## config.mk

```make
export PLATFORM = sky130hd
export DESIGN_NAME = gbdp_ctrl
export DESIGN_NICKNAME = d
export VERILOG_FILES = /design/src/design/gbdp_pkg.sv /design/src/design/gbdp_ctrl.sv
export SDC_FILE = /design/constraint.sdc
export NUM_CORES = 1
export LEC_CHECK = 0
export ABC_AREA = 1
export BUFFER_PORTS_ARGS = -buffer_cell sky130_fd_sc_hd__buf_2
export CAP_MARGIN = 15
export CORE_AREA = 4 4 41 43
export DETAILED_ROUTE_END_ITERATION = 8
export DIE_AREA = 0 0 45 47
export PLACE_DENSITY = 0.57
export SLEW_MARGIN = 20
export SYNTH_ARGS = -nofsm -noshare
export SYNTH_HDL_FRONTEND = slang
export SYNTH_SLANG_ARGS = --single-unit
```

## constraint.sdc

```tcl
create_clock -name clk -period 1.2 [get_ports clk]
set_input_delay 0.24 -clock clk [delete_from_list [all_inputs] [get_ports clk]]
set_output_delay 0.24 -clock clk [all_outputs]
set_load 0.05 [all_outputs]
```

## src/design/gbdp_pkg.sv

```systemverilog
`timescale 1ns / 1ps
// shared types, constants and control structs of the gaussian blur derivative products unit
// used by gbdp_ctrl, gbdp_datapath and the top level; depends on nothing
package gbdp_pkg;

	localparam int MAX_WIDTH_DEF = 1024;
	localparam int MIN_WIDTH     = 7;

	// field and register widths
	localparam int PIX_W     = 8;
	localparam int WEIGHT_W  = 16;
	localparam int IMG_W     = 11;
	localparam int SMOOTH_W  = 16;
	localparam int ROW_W     = 16;
	localparam int SIDE_W    = 10;
	localparam int MC_W      = 24;
	localparam int ME_W      = 26;
	localparam int SUM_W     = 28;
	localparam int FRAC_SH   = 8;
	localparam int Q_W       = SUM_W - FRAC_SH;
	localparam int DERIV_W   = 19;
	localparam int PROD_W    = 2 * DERIV_W;
	localparam int GXX_W     = 34;
	localparam int GXY_W     = 35;
	localparam int COL_OUT_W = 10;
	localparam int PADDR_W   = 4;
	localparam int PDATA_W   = 32;

	localparam logic [WEIGHT_W-1:0] WC_RST      = 16'd16384;
	localparam logic [WEIGHT_W-1:0] WE_RST      = 16'd8192;
	localparam logic [WEIGHT_W-1:0] WK_RST      = 16'd4096;
	localparam logic [IMG_W-1:0]    IMG_W_RST   = 11'd640;
	localparam logic [ROW_W-1:0]    ROW_SAT     = 16'hFFFF;
	localparam logic [SUM_W-1:0]    ROUND_BIAS  = 28'd128;
	localparam logic [SMOOTH_W-1:0] SMOOTH_MAX  = 16'hFFFF;

	typedef logic [PIX_W-1:0]           pixel_t;
	typedef logic [SMOOTH_W-1:0]        smooth_t;
	typedef logic signed [DERIV_W-1:0]  deriv_t;

	typedef enum logic [1:0] {
		REG_WEIGHT_CENTER,
		REG_WEIGHT_EDGE,
		REG_WEIGHT_CORNER,
		REG_IMAGE_WIDTH
	} reg_idx_t;

	typedef enum logic [3:0] {
		ST_IDLE,
		ST_READ,
		ST_WINDOW,
		ST_MULT,
		ST_SUM,
		ST_DIFF,
		ST_PROD,
		ST_EDGE_RD,
		ST_EDGE_A,
		ST_EDGE_B
	} state_t;

	typedef struct packed {
		logic load;
		logic rd_lines;
		logic window;
		logic mult;
		logic sum;
		logic diff;
		logic out_load;
		logic edge_rd;
		logic edge_a;
		logic edge_b;
	} cmd_t;

	typedef struct packed {
		logic gauss_en;
		logic deriv_en;
		logic out_en;
		logic row_end;
		logic out_busy;
	} status_t;

endpackage

```

## src/design/gbdp_ctrl.sv

```systemverilog
`timescale 1ns / 1ps
// sequencer of the gaussian blur derivative products unit: one pixel request at a time
// depends on gbdp_pkg (state_t, cmd_t, status_t)
module gbdp_ctrl (
	input  logic              clk,
	input  logic              arst_n,
	input  logic              pix_valid,
	input  gbdp_pkg::status_t stat,
	output gbdp_pkg::cmd_t    cmd,
	output logic              pix_stall
);

	gbdp_pkg::state_t state_q;
	gbdp_pkg::state_t state_d;

	always_ff @(posedge clk or negedge arst_n) begin
		if (!arst_n) begin
			state_q <= gbdp_pkg::ST_IDLE;
		end else begin
			state_q <= state_d;
		end
	end

	always_comb begin
		state_d = state_q;
		case (state_q)
			gbdp_pkg::ST_IDLE: begin
				if (pix_valid) state_d = gbdp_pkg::ST_READ;
			end
			gbdp_pkg::ST_READ: state_d = gbdp_pkg::ST_WINDOW;
			gbdp_pkg::ST_WINDOW: begin
				state_d = stat.gauss_en ? gbdp_pkg::ST_MULT : gbdp_pkg::ST_IDLE;
			end
			gbdp_pkg::ST_MULT: state_d = gbdp_pkg::ST_SUM;
			gbdp_pkg::ST_SUM: begin
				state_d = stat.deriv_en ? gbdp_pkg::ST_DIFF : gbdp_pkg::ST_IDLE;
			end
			gbdp_pkg::ST_DIFF: begin
				if (stat.out_en) state_d = gbdp_pkg::ST_PROD;
				else if (stat.row_end) state_d = gbdp_pkg::ST_EDGE_RD;
				else state_d = gbdp_pkg::ST_IDLE;
			end
			gbdp_pkg::ST_PROD: begin
				// hold until the output register is free
				if (!stat.out_busy) begin
					state_d = stat.row_end ? gbdp_pkg::ST_EDGE_RD : gbdp_pkg::ST_IDLE;
				end
			end
			gbdp_pkg::ST_EDGE_RD: state_d = gbdp_pkg::ST_EDGE_A;
			gbdp_pkg::ST_EDGE_A:  state_d = gbdp_pkg::ST_EDGE_B;
			gbdp_pkg::ST_EDGE_B:  state_d = gbdp_pkg::ST_IDLE;
			default: state_d = gbdp_pkg::ST_IDLE;
		endcase
	end

	always_comb begin
		cmd       = '0;
		pix_stall = 1'b1;
		case (state_q)
			gbdp_pkg::ST_IDLE: begin
				pix_stall = 1'b0;
				cmd.load  = pix_valid;
			end
			gbdp_pkg::ST_READ:    cmd.rd_lines = 1'b1;
			gbdp_pkg::ST_WINDOW:  cmd.window   = 1'b1;
			gbdp_pkg::ST_MULT:    cmd.mult     = 1'b1;
			gbdp_pkg::ST_SUM:     cmd.sum      = 1'b1;
			gbdp_pkg::ST_DIFF:    cmd.diff     = 1'b1;
			gbdp_pkg::ST_PROD:    cmd.out_load = !stat.out_busy;
			gbdp_pkg::ST_EDGE_RD: cmd.edge_rd  = 1'b1;
			gbdp_pkg::ST_EDGE_A:  cmd.edge_a   = 1'b1;
			gbdp_pkg::ST_EDGE_B:  cmd.edge_b   = 1'b1;
			default: cmd = '0;
		endcase
	end

endmodule

```

Word level (Yosys, flattened, before mapping):

Cells that the tools add are included.

* eq/ne operators: 11
* mux-type cells: 18
* reductions and logical operators: 3

Operator list (count)
* case mux 4 bit (9 select lines): 1
* == test 4 x 3 -> 1 bit (second input constant): 4
* two-way mux 1 bit: 11
* two-way mux 3 bit: 3
* == test 4 x 2 -> 1 bit (second input constant): 2
* == test 4 bit (second input constant): 2
* two-way mux 4 bit: 2
* == test 4 x 1 -> 1 bit (second input constant): 1
* zero test 4 bit: 1
* != test 2 bit (second input constant): 2
* two-way mux 2 bit: 1
* AND reduction 2 bit: 1
* zero test 1 bit: 1

* register bits: 4
* output and inout bits: 11

Depth between registers and ports, before layout:

* word-level depth: 3
* gate-level depth with buffers: 7
* mapped depth without buffers: 7

Least setup slack after synthesis:

OpenSTA, ideal clock, no wires.

* kind: reg-to-output
* from: reg state_q[3]
* to: out cmd[3] in the netlist's numbering
* data arrival time: 2054 ps
* setup slack: -1094 ps
* cell stages (with the launch flop): 4
* cell sequence: dfrtp_1 > inv_2 > nand2_2 > nor4_1

RTL lines
* start, declared: line gbdp_ctrl.sv:13 `gbdp_pkg::state_t state_q;`
* start signal, assigned: line gbdp_ctrl.sv:18 `state_q <= gbdp_pkg::ST_IDLE;`
* start signal, assigned: line gbdp_ctrl.sv:20 `state_q <= state_d;`
* end, declared: line gbdp_ctrl.sv:9 `output gbdp_pkg::cmd_t cmd,`

==> metrics.txt <==
status complete, but fails checks; failing checks negative setup slack; Met1 Routed Length between 500 and 600 um; layout cell share with drive strength beyond 1 between 80 and 90%; Seq/Total Area, Yosys 27.5%; pwr/cell area 2900 mW/mm^2; Largest regs state_q (4); Worst Setup SP state_q[1]$_DFFE_PN0P_; Layout Nets 109; Yosys Warn Count 0; first-pass GRT wire length 2.37 mm; Met3 Wirelength 93 um; fill count approximately 100; TritonCTS buffer count 3; Worst Clk Skew 0.00479 ns; IO Port Bufs 18; Synth area leaders dfrtp_1 (27%), nand2_1 (14%), nand3_1 (9.6%); Final Critical Period 1.55 ns; largest net degree at the start of global routing 7; worst-margin pin slew 0.215 ns; Hold Violations, Final 0; max FFs per register 4; worst hold slack 0.319 ns; H-tree depth 1; DRT Pass-1 Iters 2; Post-Syn Instances 57; f_max between 600 and 700 MHz; initial antenna violation count 0; Avg Cell Area, Syn 6.39 sq um; number of global-route vias before repair 582; VDD IR max 2.02 mV; clk slew on worst S/H paths 0.05 ns; Starting Density between 20% and 30%; highest metal layer with signal wires met4; CTS tree done; Vias 528; # Max-Cap Violations 0; Tot Pwr approximately 2.8 mW; fin crit share 129%; post-synthesis mux area share 0%; die height 47 um; total wire length around 1.4 mm; hold crit path type input pin to asynchronous set/reset pin; leakage power 0.443 nW; Routed Antenna Nets 0; Setup TNS Final -3.67 ns; area of the multi-input gates 390 sq um; met2 WL between 700 and 800 um; DIE AREA 0.00212 sq mm; Yosys reg bits 4; post-synthesis simple-gate area fraction 52.6%; Final WS setup -0.354 ns; clock tree buffer depth 2; worst setup path category flip-flop to output port; initial drt markers 2; number of cells on the worst reg-to-reg path 8; WP data required 0.96 ns; synth-to-layout area growth 167%; Mapped Nets 65; DR WL/cell 11.8 um; drt drc 0; Slew HR 85.6%; CTS root buffer clkbuf_4; register area ~110 sq um; post-synth cell types 15; Synth top area share 27.5%; crit path capture type output port; Reg-to-Reg Start state_q[0]$_DFFE_PN0P_; reg2reg end state_q[1]$_DFFE_PN0P_; Die Wd 45 um; Biggest register state_q; Crit Path Max Fanout 5; Data arrival, critical path 1.31 ns; routed vias/inst 4.59; global route overflow 0; RSZ-0062 raised after global routing true; antenna cells 0; Compound-Gate Fraction of Synth Area 6.53%; main combinational cell family by area after synthesis simple AND/OR/NAND/NOR gates; area leader, netlist dfrtp_1; XOR/XNOR Fraction of Synth Area 0%; # IOs 19; CTS Sinks 4; reg2reg setup slack -0.14 ns; crit path launch type flip-flop; Clock Latency Late Sink about 0.25 ns; Cell Area, Synth 364 sq um; routability cong. 0.779; Core ar. 0.00130 sq mm; # setup viols final 14; Post-DP HPWL 954 um; FP Rows 13; all-layer global routing usage 15.9%; Post-Synth Adder-Cell Area 0%; Final Max Tran Viols 0
## critical path, cell delays in order, from the launching register on
cell	delay (ns)
dfrtp_2	0.46
clkinv_4	0.12
nor4_4	0.30
buf_6	0.19
## synth_stat cells
library cell and instances:
inv_2 4, nor2_4 2, nand2_1 14, nor3_1 2, nand2_2 1, inv_1 6, nor2_2 2, o22ai_1 1
o21ai_2 2, dfrtp_1 4, nor2_1 8, nand3_2 1, nand3_1 7, buf_6 1, nor4_1 2
## worst max path at each step
stage	slack, ns	cells after the start	to
final	-0.35	3	cmd[7]
after global routing	-0.42	5	cmd[3]
after CTS	-0.36	3	cmd[3]
after detailed placement	-0.22	4	cmd[1]
after global placement	-0.19	5	cmd[8]
after floorplan	-0.24	3	cmd[3]
## final cells by class
cell class | instances | share of cell area [%]
flip-flops and latches | 4 | 10.8
well taps | 15 | 1.93
repair buffers | 40 | 38.3
clock buffers | 4 | 2.70
inverters | 10 | 6.17
multi-input cells | 42 | 40.1
## metal layers
metal / up-vias / GRT usage, %
met5: - / 0
met4: 0 / 3.51
li1: 271 / -
met3: 5 / 5.75
met1: 235 / 16.5
met2: 17 / 30.5
## where the power goes
part           total (mW)  leakage, nW  internal [mW]  switching, mW
clock               0.201       0.0150          0.126         0.0746
sequential          0.291       0.0469          0.198         0.0933
combinational        2.33        0.381           1.04           1.29
total                2.82        0.443           1.36           1.46
## repair_timing
action,in CTS,in global routing
hold buffers,1,0
gates resized for setup,41,13
buffers inserted,4,5
pin swaps,9,9
endpoints found under the setup margin,15,15
endpoints found under the hold margin,4,0
## kinds of logic after synthesis
group / count (synthesis)
and+or+nand+nor: 39
buffers and inverters: 11
DFF: 4
AOI/OAI and AO/OA: 3
## layout by cell type, fill, tap and decap left out, drive strengths merged
master | netlist | routed
clkinvlp | 0 | 2
clkbuf | 0 | 4
nand2 | 15 | 15
inv | 10 | 7
nand3 | 8 | 8
nor3 | 2 | 2
dfrtp | 4 | 4
nor2 | 12 | 12
clkinv | 0 | 1
nor4 | 2 | 2
buf | 1 | 39
o21ai | 2 | 2
o22ai | 1 | 1
dlygate4sd3 | 0 | 1
## through the flow
stage                     cells  cell area, sq um  setup WS (ns)  util [%]
after floorplan              57               478         -0.236         -
after global placement      105               708         -0.191      54.4
after detailed placement    105               708         -0.218      54.4
after CTS                   113               910         -0.356      69.9
after global routing        115               973         -0.416      74.8
final                       115               973         -0.354      74.8
No activity file was read; power rests on OpenSTA's default activity.
